--- src/hw/rtl/hcb_pkg.sv ---
// Shared sizes, types and controller/datapath interface for the Huffman code builder.
// No dependencies.
package hcb_pkg;

  localparam int MAX_LEAVES = 16;
  localparam int NODE_SLOTS = 2 * MAX_LEAVES;
  localparam int IW         = $clog2(NODE_SLOTS);     // node index
  localparam int DW         = $clog2(MAX_LEAVES);     // subtree depth
  localparam int WEIGHT_W   = 16;
  localparam int WW         = WEIGHT_W + $clog2(MAX_LEAVES);  // summed weight
  localparam int SYM_W      = 4;
  localparam int CODE_W     = 15;
  localparam int LEN_W      = 4;
  localparam int S_DATA_W   = 16;
  localparam int M_DATA_W   = 24;

  typedef logic [IW-1:0] idx_t;

  typedef enum logic [3:0] {
    ST_LOAD,
    ST_SCAN_INIT,
    ST_SCAN,
    ST_SCAN_END,
    ST_MERGE_A,
    ST_MERGE_B,
    ST_MERGE_K,
    ST_WALK_INIT,
    ST_WALK_REQ,
    ST_WALK_CHK,
    ST_EMIT
  } state_t;

  typedef struct packed {
    logic load;
    logic scan_init;
    logic scan_step;
    logic merge_a;
    logic merge_b;
    logic merge_k;
    logic walk_init;
    logic walk_req;
    logic walk_chk;
    logic emit;
  } cmd_t;

  typedef struct packed {
    logic load_end;
    logic multi;
    logic scan_last;
    logic more_merge;
    logic at_root;
    logic last_leaf;
    logic out_free;
  } sts_t;

endpackage

--- src/hw/rtl/hcb_datapath.sv ---
// Datapath: node store memories, two-smallest scan, merge writes, code walk, output register.
// Depends on hcb_pkg.
module hcb_datapath (
  input  logic                      clk,
  input  logic                      rst,
  input  hcb_pkg::cmd_t             cmd,
  output hcb_pkg::sts_t             sts,
  input  logic [hcb_pkg::WEIGHT_W-1:0] weight,
  input  logic                      last,
  input  logic                      m_tready,
  output logic                      m_tvalid,
  output logic [hcb_pkg::M_DATA_W-1:0] m_tdata,
  output logic                      m_tlast
);
  import hcb_pkg::*;

  // pmem: {parent, is_right}; wmem: {weight, depth}
  logic [IW:0]      pmem [NODE_SLOTS];
  logic [WW+DW-1:0] wmem [NODE_SLOTS];
  logic [IW:0]      rd_p;
  logic [WW+DW-1:0] rd_w;

  idx_t leaf_cnt, n, k, scan_ptr, sidx, node, leaf;
  logic sv;
  logic b1_ok, b2_ok;
  logic [WW-1:0] b1_w, b2_w;
  logic [DW-1:0] b1_d, b2_d;
  idx_t b1_i, b2_i;
  logic [CODE_W-1:0] code;
  logic [DW-1:0] len;

  idx_t raddr, pwa, wwa, l_i, r_i;
  logic pwe, wwe, swap, cand, lt1, lt2;
  logic [IW:0] pwd;
  logic [WW+DW-1:0] wwd;
  logic [WW-1:0] sum, cw;
  logic [DW-1:0] cd, new_d;

  function automatic logic key_less(input logic [WW-1:0] wa, input logic [DW-1:0] da,
                                    input logic [WW-1:0] wb, input logic [DW-1:0] db);
    key_less = (wa < wb) || ((wa == wb) && (da < db));
  endfunction

  always_comb begin
    swap  = b1_d > b2_d;
    l_i   = swap ? b2_i : b1_i;
    r_i   = swap ? b1_i : b2_i;
    sum   = b1_w + b2_w;
    new_d = (swap ? b1_d : b2_d) + DW'(1);
    raddr = cmd.walk_req ? node : scan_ptr;

    pwe = cmd.load | cmd.merge_a | cmd.merge_b | cmd.merge_k;
    pwa = k;
    pwd = '0;
    if (cmd.load) begin
      pwa = leaf_cnt + IW'(1);
    end else if (cmd.merge_a) begin
      pwa = l_i;
      pwd = {k, 1'b0};
    end else if (cmd.merge_b) begin
      pwa = r_i;
      pwd = {k, 1'b1};
    end

    wwe = cmd.load | cmd.merge_a;
    wwa = cmd.load ? leaf_cnt + IW'(1) : k;
    wwd = cmd.load ? {WW'(weight), DW'(0)} : {sum, new_d};

    cw   = rd_w[WW+DW-1:DW];
    cd   = rd_w[DW-1:0];
    cand = sv && (rd_p[IW:1] == '0);
    lt1  = !b1_ok || key_less(cw, cd, b1_w, b1_d);
    lt2  = !b2_ok || key_less(cw, cd, b2_w, b2_d);

    sts.load_end   = last || (leaf_cnt == IW'(MAX_LEAVES - 1));
    sts.multi      = leaf_cnt != '0;
    sts.scan_last  = scan_ptr == (k - IW'(1));
    sts.more_merge = ({1'b0, k} + (IW+1)'(1)) < {n, 1'b0};
    sts.at_root    = rd_p[IW:1] == '0;
    sts.last_leaf  = leaf == n;
    sts.out_free   = !m_tvalid || m_tready;
  end

  always_ff @(posedge clk) begin
    if (pwe) pmem[pwa] <= pwd;
    if (wwe) wmem[wwa] <= wwd;
    rd_p <= pmem[raddr];
    rd_w <= wmem[raddr];
  end

  always_ff @(posedge clk) begin
    if (rst) begin
      leaf_cnt <= '0;
      sv       <= 1'b0;
      m_tvalid <= 1'b0;
    end else begin
      if (cmd.load) begin
        if (sts.load_end) begin
          leaf_cnt <= '0;
          n        <= leaf_cnt + IW'(1);
          k        <= leaf_cnt + IW'(2);
          leaf     <= IW'(1);
        end else begin
          leaf_cnt <= leaf_cnt + IW'(1);
        end
      end

      sv   <= cmd.scan_step;
      sidx <= scan_ptr;
      if (cmd.scan_init) begin
        scan_ptr <= IW'(1);
        b1_ok    <= 1'b0;
        b2_ok    <= 1'b0;
      end else if (cmd.scan_step) begin
        scan_ptr <= scan_ptr + IW'(1);
      end
      if (cand && !cmd.scan_init) begin
        if (lt1) begin
          b2_ok <= b1_ok; b2_w <= b1_w; b2_d <= b1_d; b2_i <= b1_i;
          b1_ok <= 1'b1;  b1_w <= cw;   b1_d <= cd;   b1_i <= sidx;
        end else if (lt2) begin
          b2_ok <= 1'b1;  b2_w <= cw;   b2_d <= cd;   b2_i <= sidx;
        end
      end

      if (cmd.merge_k) k <= k + IW'(1);

      if (cmd.walk_init) begin
        node <= leaf;
        code <= '0;
        len  <= '0;
      end else if (cmd.walk_chk && !sts.at_root) begin
        code <= code | (CODE_W'(rd_p[0]) << len);
        len  <= len + DW'(1);
        node <= rd_p[IW:1];
      end

      if (cmd.emit) begin
        m_tvalid <= 1'b1;
        m_tdata  <= {1'b0, LEN_W'(len), code, SYM_W'(leaf - IW'(1))};
        m_tlast  <= sts.last_leaf;
        leaf     <= leaf + IW'(1);
      end else if (m_tready) begin
        m_tvalid <= 1'b0;
      end
    end
  end

endmodule

--- src/hw/rtl/hcb_controller.sv ---
// Sequencer for load, merge scans, merge writes and per-leaf code walks.
// Depends on hcb_pkg.
module hcb_controller (
  input  logic          clk,
  input  logic          rst,
  input  logic          s_tvalid,
  output logic          s_tready,
  input  hcb_pkg::sts_t sts,
  output hcb_pkg::cmd_t cmd
);
  import hcb_pkg::*;

  state_t state, state_next;

  always_ff @(posedge clk) begin
    if (rst) state <= ST_LOAD;
    else     state <= state_next;
  end

  always_comb begin
    state_next = state;
    case (state)
      ST_LOAD:      if (s_tvalid && sts.load_end)
                      state_next = sts.multi ? ST_SCAN_INIT : ST_WALK_INIT;
      ST_SCAN_INIT: state_next = ST_SCAN;
      ST_SCAN:      if (sts.scan_last) state_next = ST_SCAN_END;
      ST_SCAN_END:  state_next = ST_MERGE_A;
      ST_MERGE_A:   state_next = ST_MERGE_B;
      ST_MERGE_B:   state_next = ST_MERGE_K;
      ST_MERGE_K:   state_next = sts.more_merge ? ST_SCAN_INIT : ST_WALK_INIT;
      ST_WALK_INIT: state_next = ST_WALK_REQ;
      ST_WALK_REQ:  state_next = ST_WALK_CHK;
      ST_WALK_CHK:  state_next = sts.at_root ? ST_EMIT : ST_WALK_REQ;
      ST_EMIT:      if (sts.out_free)
                      state_next = sts.last_leaf ? ST_LOAD : ST_WALK_INIT;
      default:      state_next = ST_LOAD;
    endcase
  end

  always_comb begin
    cmd      = '0;
    s_tready = 1'b0;
    case (state)
      ST_LOAD: begin
        s_tready = 1'b1;
        cmd.load = s_tvalid;
      end
      ST_SCAN_INIT: cmd.scan_init = 1'b1;
      ST_SCAN:      cmd.scan_step = 1'b1;
      ST_MERGE_A:   cmd.merge_a   = 1'b1;
      ST_MERGE_B:   cmd.merge_b   = 1'b1;
      ST_MERGE_K:   cmd.merge_k   = 1'b1;
      ST_WALK_INIT: cmd.walk_init = 1'b1;
      ST_WALK_REQ:  cmd.walk_req  = 1'b1;
      ST_WALK_CHK:  cmd.walk_chk  = 1'b1;
      ST_EMIT:      cmd.emit      = sts.out_free;
      default:      cmd = '0;
    endcase
  end

endmodule

--- src/hw/rtl/huffman_code_builder_core.sv ---
// Huffman code builder, top level: controller plus datapath.
// Depends on hcb_pkg, hcb_controller, hcb_datapath.
//
// Weights stream in one item per cycle while s_tready is high. A set closes on
// the item with tlast, or on the MAX_LEAVES-th weight. The block then stops
// taking items and builds the tree: each of the n-1 merges scans the parentless
// nodes 1..k-1 through a single memory read port, one node per cycle, keeping
// the two smallest (weight, then depth, then lowest index). The SCAN_INIT state
// sets the scan up and SCAN_END drains the read pipeline, then the MERGE_A,
// MERGE_B and MERGE_K states write both child links and the new node. Codes
// then leave in load order, one item per leaf: each leaf walk climbs parent
// links one level per WALK_REQ and WALK_CHK pair, and the EMIT state waits
// while the output register still holds an item that the sink has not taken.
// The left (0) child of a merge is the node of smaller depth; the first bit
// from the root sits in the highest used position of code_bits. A single
// weight yields a code of length 0. The last code may still wait in the output
// register while the first weight of the next set is taken.
module huffman_code_builder_core (
  input  logic                          clk,
  input  logic                          rst,
  input  logic                          s_tvalid,
  output logic                          s_tready,
  input  logic [hcb_pkg::S_DATA_W-1:0]  s_tdata,   // [15:0] weight
  input  logic                          s_tlast,   // last weight of the set
  output logic                          m_tvalid,
  input  logic                          m_tready,
  output logic [hcb_pkg::M_DATA_W-1:0]  m_tdata,   // [3:0] symbol_index, [18:4] code_bits,
                                                   // [22:19] code_length, [23] zero
  output logic                          m_tlast    // last code of the set
);
  import hcb_pkg::*;

  cmd_t cmd;
  sts_t sts;

  hcb_controller u_ctrl (
    .clk      (clk),
    .rst      (rst),
    .s_tvalid (s_tvalid),
    .s_tready (s_tready),
    .sts      (sts),
    .cmd      (cmd)
  );

  hcb_datapath u_dp (
    .clk      (clk),
    .rst      (rst),
    .cmd      (cmd),
    .sts      (sts),
    .weight   (s_tdata[WEIGHT_W-1:0]),
    .last     (s_tlast),
    .m_tready (m_tready),
    .m_tvalid (m_tvalid),
    .m_tdata  (m_tdata),
    .m_tlast  (m_tlast)
  );

endmodule

--- config.mk ---
export PLATFORM = sky130hd
export DESIGN_NAME = huffman_code_builder_core
export DESIGN_NICKNAME = d
export VERILOG_FILES = /design/src/hw/rtl/hcb_pkg.sv /design/src/hw/rtl/hcb_datapath.sv /design/src/hw/rtl/hcb_controller.sv /design/src/hw/rtl/huffman_code_builder_core.sv
export SDC_FILE = /design/constraint.sdc
export NUM_CORES = 2
export LEC_CHECK = 0
export BUFFER_PORTS_ARGS = -buffer_cell sky130_fd_sc_hd__buf_4
export CAP_MARGIN = 20
export CORE_MARGIN = 5
export CORE_UTILIZATION = 55
export CTS_CLUSTER_DIAMETER = 50
export CTS_CLUSTER_SIZE = 8
export DETAILED_ROUTE_END_ITERATION = 10
export GPL_TIMING_DRIVEN = 0
export PLACE_DENSITY = 0.7
export SLEW_MARGIN = 20
export SYNTH_ARGS = -nofsm -noshare
export SYNTH_HDL_FRONTEND = slang
export SYNTH_SLANG_ARGS = --single-unit
--- constraint.sdc ---
create_clock -name clk -period 12.29 [get_ports clk]
set_input_delay 1.8435 -clock clk [delete_from_list [all_inputs] [get_ports clk]]
set_output_delay 1.8435 -clock clk [all_outputs]
set_load 0.02 [all_outputs]
Word level (Yosys, flattened, before mapping)
Memories as Yosys holds them, arrays and structs flattened. A register that Yosys moved wholly into a read port is not among the register bits.
Index checks and enable logic that the tools add are counted.
Widths: inputs -> output; s select.

storage, ports and cells
  output and inout bits = 27
  memory bits (writable) = 960
  bits in registers = 144
  memories = 2
  input port bits = 21

memory list
  memory     depth  width  rd ports  clocked after memory_dff  wr ports  RTL line            source
  u_dp.wmem  32     24     1         1                         1         hcb_datapath.sv:19  logic [WW+DW-1:0] wmem [NODE_SLOTS];
  u_dp.pmem  32     6      1         1                         1         hcb_datapath.sv:18  logic [IW:0] pmem [NODE_SLOTS];

operators by class
  equality and inequality tests = 18
  mux-type cells = 62
  reductions and logical operators = 37
  $lt $le $gt $ge = 6
  shift-type cells = 1
  add/sub/neg operators = 11
  bitwise logic cells = 5

operators by type and width
  operator             count
  $mux 5               19
  $pmux 4 s11          1
  $eq 20x20->1         2
  $lt 20x20->1         2
  $mux 20              2
  $mux 4               7
  $mux 1               24
  $mux 24              1
  $add 20x20->20       1
  $add 5x1->5 const B  4
  $mux 6               3
  $reduce_and 3->1     6
  $eq 4x3->1 const B   4
  $reduce_bool 2->1    8
  $mux 15              1
  $or 15x15->15        1
  $shl 1x4->15         1
  $eq 4x4->1 const B   3
  $eq 5x5->1           2
  $mux 3               3
  $add 4x1->4 const B  2
  $eq 4x2->1 const B   2
  $lt 4x4->1           2
  $add 5x1->6 const B  1
  19 further kinds     38

Longest topological paths before layout
  depth after elaboration = 7
  mapped depth = 11

Modules after synthesis
From an unflattened synthesis, not the netlist that was laid out.

unflattened totals
  cells, all modules = 3,407
  area total of the unflattened synthesis = 48,501.5 um^2

by module, submodules not included
  module          times used  seq. area each (um^2)  cells an instance  area each (um^2)
  hcb_datapath    1           33,562.2               3,348              48,101.1
  hcb_controller  1           80.1                   59                 400.4

Worst setup path after synthesis
No wires, ideal clock.

  path type = input-to-reg
  start point = input s_tvalid
  end point = memory u_dp.wmem[12][0] (netlist name) (enable)
  library setup time = 0.435 ns
  path buffers = 1
  data required time = 11.855 ns
  data arrival time = 4.250 ns
  cell stages on the path = 5
  slack = 7.605 ns
  path through = and2_1 -> buf_2 -> nand2_1 -> o32a_1 -> nor3_1

between the ends
  word-level cells in the longest chain between the ends = 4
  elaborated cells between the ends (all ways) = 5

ends and longest elaborated chain
  element                       RTL line                         source
  from (decl)                   huffman_code_builder_core.sv:21  input logic s_tvalid,
  $mux 1 (*)                    hcb_controller.sv:43             case (state)
  $or 1x1->1                    hcb_datapath.sv:65               wwe = cmd.load | cmd.merge_a;
  $mux 1                        hcb_datapath.sv:86               if (wwe) wmem[wwa] <= wwd;
  $mux 1 (implied by the code)  hcb_datapath.sv:86
  to (decl)                     hcb_datapath.sv:19

Every way passes the cells marked *; elsewhere a longest branch is shown, timed or not.

Worst setup path in the final report
  start point = register u_ctrl.state[1]
  end point = register u_dp.rd_w[17], read port of u_dp.wmem

between the ends
  word-level cells in the longest chain between the ends = 3

ends and longest elaborated chain
  element                 RTL line              source
  from (decl)             hcb_controller.sv:13  state_t state, state_next;
  from (signal assigned)  hcb_controller.sv:17  else state <= state_next;
  $eq 4x4->1              hcb_controller.sv:43
  $mux 1                  hcb_controller.sv:43
  $mux 5                  hcb_datapath.sv:50    raddr = cmd.walk_req ? node : scan_ptr;
  to (decl)               hcb_datapath.sv:21    logic [WW+DW-1:0] rd_w;

Every way passes these cells.
A chain may end at the register's enable or synchronous reset.

==> results.txt <==
Die extent in y: 303 um. OpenSTA, run right after detailed placement, puts the worst setup slack at 7.40 ns. The routed length per instance is 26.3 um, and the total nets after synthesis is 2962. In this run the mean area of a mapped cell was 16.5 sq um.

On the final layout, the worst clock skew is 0.0296 ns. The count of buffer and inverter cells on the critical path was 4. For the instance area at placement, the log shows 0.0501 sq mm. The final cell utilization of the core is 64.2%, and the relative area change from synthesis to final layout is 16.0%. In this run the remaining antenna-violating nets after routing total 0. The tools report the sum of negative setup slack as 0 ns. The final count of hold timing violations came out at 0. The run gives 71.4% as the part of the Yosys area used for sequential elements. Buffers added to address setup during post-CTS repair amount to 0. sky130_fd_sc_hd__edfxtp_1 takes more of the synthesized area than any other cell. The run gives 3 as the number of antenna violations at the first check in global routing. In this run the critical register-to-register path is captured at u_dp.rd_w[17].

Sorting the synthesized cells by area gives the leading types as sky130_fd_sc_hd__edfxtp_1, sky130_fd_sc_hd__mux2_2, sky130_fd_sc_hd__mux2i_1. Dividing total power by cell area gives a power density of 209 mW/mm^2. The pin count of the biggest net entering global routing came out at 38.

TritonCTS built the clock tree. In the layout the commonest cells are sky130_fd_sc_hd__edfxtp_1, sky130_fd_sc_hd__mux2_2, sky130_fd_sc_hd__mux2i_1, sky130_fd_sc_hd__clkbuf_16, sky130_fd_sc_hd__clkbuf_1. First-iteration detailed-routing DRC count: 2713. The DRC violations left is 0, and the minimum clock period after layout is 5.00 ns. The congestion estimate from routability-driven global placement came to 0.961.

Leaving out fill and tap cells, the most frequent cell in the layout is sky130_fd_sc_hd__edfxtp_1. Buffer type at the clock tree root: sky130_fd_sc_hd__clkbuf_16. In this run, post-CTS repair resized a total of 0 instances. The number of global-route vias before repair was 27300. In the global route stage, met3 resource usage came out at 5.92%. The core region is 0.0851 sq mm. For the total routing usage reported by global routing, the log shows 24.8%. The floorplan step set the die width to 303 um.

The first global-routing pass estimated 170000 um of wire. Setup repair after global routing left no endpoint under its margin. The tools report the reg-to-reg setup timing slack as 7.29 ns. Once layout is done, the placed cells without fillers occupy 0.0547 sq mm. CTS built an H-tree with a depth of 4. The run gives 12.87 ns as the data required time of the worst path.

The kind of cell with the highest combined delay along the critical path is compound AO/OA/AOI/OAI gates. The synthesized design devotes to its leading area cell type 69.6% of total area. The slowest stage of the critical path is the sky130_fd_sc_hd__mux2i_1 cell. The synthesized design contains 1134 register bits.

The clock passes through at most 3 buffers. In the final design database the tool counted 3220 nets. Across the whole layout, storage elements account for 0.0336 sq mm. The max-capacitance violation count was 0; the per-cell via count in the routed design was 6.19. The critical setup path kind is reg -> reg.

The tools report the end point of the most critical hold path as u_dp.b1_i[4]. The insertion delay to the later sink of the worst-skew pair was 0.74 ns; the fmax was 200 MHz. The tools report the beginning of the worst hold path as u_dp.sidx[4]. The count of input and output buffers was 46. For the count of filler cells inserted in the layout, the log shows 5947. The min-delay analysis places its worst path in the category reg -> reg. At the worst endpoint, the arrival time is 5.58 ns. The biggest cell delay along the critical path was 0.97 ns; the detailed placement HPWL was 79000 um.

The run finished with clean final reports. The logs give 0 for the final count of pins violating max slew and 0.0471 sq mm for the cell area after technology mapping. For this configuration, the core starts out at a cell density of 55.4%. The run gives 40.3% as the met2 track demand over resource in global routing. The hold buffer count at cts is 0. Traced cell by cell, the critical path runs through buf_4 > nor4b_4 > mux2i_1 > buf_4 > buf_4 > buf_2 > mux2i_1 > a221oi_1 > o22ai_1 > a221oi_2. The run gives 0.0917 sq mm as the overall die area. STA classifies the critical path startpoint as a flop.

The worst-case IR drop observed on VDD is 139 uV. The worst-case reg-to-reg path depth was 10; the boundary pin count was 48. The number of flops mapped to enable cells by yosys is 1093, and the number of vias in the routed layout is 26700. The run gives 113000 um as the overall routed net length. The tools report the setup slack after layout as 7.29 ns. The tightest hold path in the finished design has a slack of 0.446 ns. The tools report the number of clock sinks as 1134.

After clock tree synthesis, the clock-pin slew on the worst setup and hold paths is 0.05 ns. The beginning of the worst register-to-register path was u_ctrl.state[1]. The tools report the aggregate global routing overflow as 0. The leading register cell type out of synthesis was sky130_fd_sc_hd__edfxtp_1.

The first-pass iteration count of the detailed router is 7. The floorplan has 107 rows. During synthesis, Yosys emitted a total of 0 warnings.

At the pin with the least slew margin, the transition time is 1.15 ns. The run gives 33.9% as the routing usage on met1. In the final layout, the multi-input gates occupy 0.0129 sq mm. Endpoint class of the critical path: a flop. The global routing stage identified its most utilized layer as met2.

After technology mapping, the gate count stands at 2856. The worst hold path was traced through 0 stages. TritonCTS created 163 clock buffers. Measured against its own limit, the worst slew margin works out to 23.4%. The tools report the number of failing setup endpoints in the final timing report as 0.

The cell with the most instances on the worst path is sky130_fd_sc_hd__buf_4. The async set or reset register ratio after synthesis came out at 0%. For this design the static power due to leakage is 18.7 nW.

The share of layout cells above drive strength 1 was 23.5%. Counting distinct cell types in the post-synthesis netlist gives 70. Largest fanout on the critical path: 10. After layout, the worst path uses 40.7% of the clock period.
-- stage by stage --
step | instances | power, mW
global placement | 4046 | 7.23
finish | 4315 | 11.4
global route | 4315 | 11.8
CTS | 4314 | 11.4
detailed placement | 4093 | 7.45
floorplan | 2856 | 6.42
-- how the worst max path moves through the flow --
stage                                   end  cells after the start             from  slack (ns)
after floorplan            u_dp.wmem[12][0]                      5         s_tvalid        7.60
after global placement    u_dp.wmem[13][13]                      6         s_tvalid        5.19
after detailed placement      u_dp.rd_w[17]                     10  u_ctrl.state[1]        7.40
after CTS                     u_dp.rd_w[17]                     10  u_ctrl.state[1]        7.39
after global routing          u_dp.rd_w[18]                     10  u_ctrl.state[1]        7.28
final                         u_dp.rd_w[17]                     10  u_ctrl.state[1]        7.29
-- report_power, final --
group          switching (mW)  internal, mW
Clock                    1.54          2.46
Sequential              0.111          4.73
Combinational            1.70         0.883
Total                    3.35          8.08
-- worst reg2reg max path, cell delays in order (launching register included) --
cell                       delay, ns
sky130_fd_sc_hd__dfxtp_1        0.30
sky130_fd_sc_hd__buf_4          0.16
sky130_fd_sc_hd__nor4b_4        0.61
sky130_fd_sc_hd__mux2i_1        0.97
sky130_fd_sc_hd__buf_4          0.36
sky130_fd_sc_hd__buf_4          0.29
sky130_fd_sc_hd__buf_2          0.40
sky130_fd_sc_hd__mux2i_1        0.12
sky130_fd_sc_hd__a221oi_1       0.82
sky130_fd_sc_hd__o22ai_1        0.36
sky130_fd_sc_hd__a221oi_2       0.46
-- final cells by class --
class | instances | area share [%]
Antenna cell | 1 | 0.00458
Multi-Input combinational cell | 1498 | 23.7
Clock buffer | 207 | 7.95
Tap cell | 1144 | 2.62
Sequential cell | 1134 | 61.5
Inverter | 71 | 0.487
Clock inverter | 14 | 0.362
Timing Repair Buffer | 93 | 1.99
Buffer | 153 | 1.37
-- per-layer routing --
metal,up-vias,part of all wire [%]
met5,-,0
met2,1083,48
met4,0,2.6
met3,210,7.7
li1,11900,-
met1,13500,41
-- cells in the mapped netlist (60+ instances only) --
cell / number
sky130_fd_sc_hd__a221oi_1: 64
sky130_fd_sc_hd__edfxtp_1: 1093
sky130_fd_sc_hd__nor2_1: 141
sky130_fd_sc_hd__a21oi_1: 69
sky130_fd_sc_hd__o221ai_1: 62
sky130_fd_sc_hd__o22ai_1: 90
sky130_fd_sc_hd__inv_1: 71
sky130_fd_sc_hd__a22oi_1: 61
sky130_fd_sc_hd__clkbuf_1: 69
sky130_fd_sc_hd__mux2_2: 278
sky130_fd_sc_hd__mux2i_1: 243
sky130_fd_sc_hd__ha_1: 84
sky130_fd_sc_hd__buf_2: 60
-- flip-flops by register name (all words and copies together) (netlist names), 5 cells and up --
register,cells
u_dp.b2_w,20
u_dp.k,5
u_dp.rd_w,24
u_dp.b1_w,20
u_dp.n,5
u_dp.pmem,192
u_dp.leaf_cnt,5
u_dp.b2_i,5
u_dp.leaf,5
u_dp.sidx,5
u_dp.m_tdata,23
u_dp.rd_p,6
u_dp.wmem,768
u_dp.b1_i,5
u_dp.code,15
u_dp.node,5
u_dp.scan_ptr,5
-- cell families (layout without fill, tap and decap cells) --
group | after synthesis | after routing | share of synthesized area, %
flip-flops | 1134 | 1134 | 71.4
buffers and inverters | 224 | 538 | 2.15
AO/OA/AOI/OAI | 502 | 502 | 8.01
XOR/XNOR | 47 | 47 | 0.873
adder cells (fa/ha/maj) | 85 | 85 | 2.27
other | 1 | 2 | 0.00796
AND/OR/NAND/NOR | 340 | 340 | 3.46
multiplexers | 523 | 523 | 11.9
Note: power is estimated with default switching activity, not from simulation.
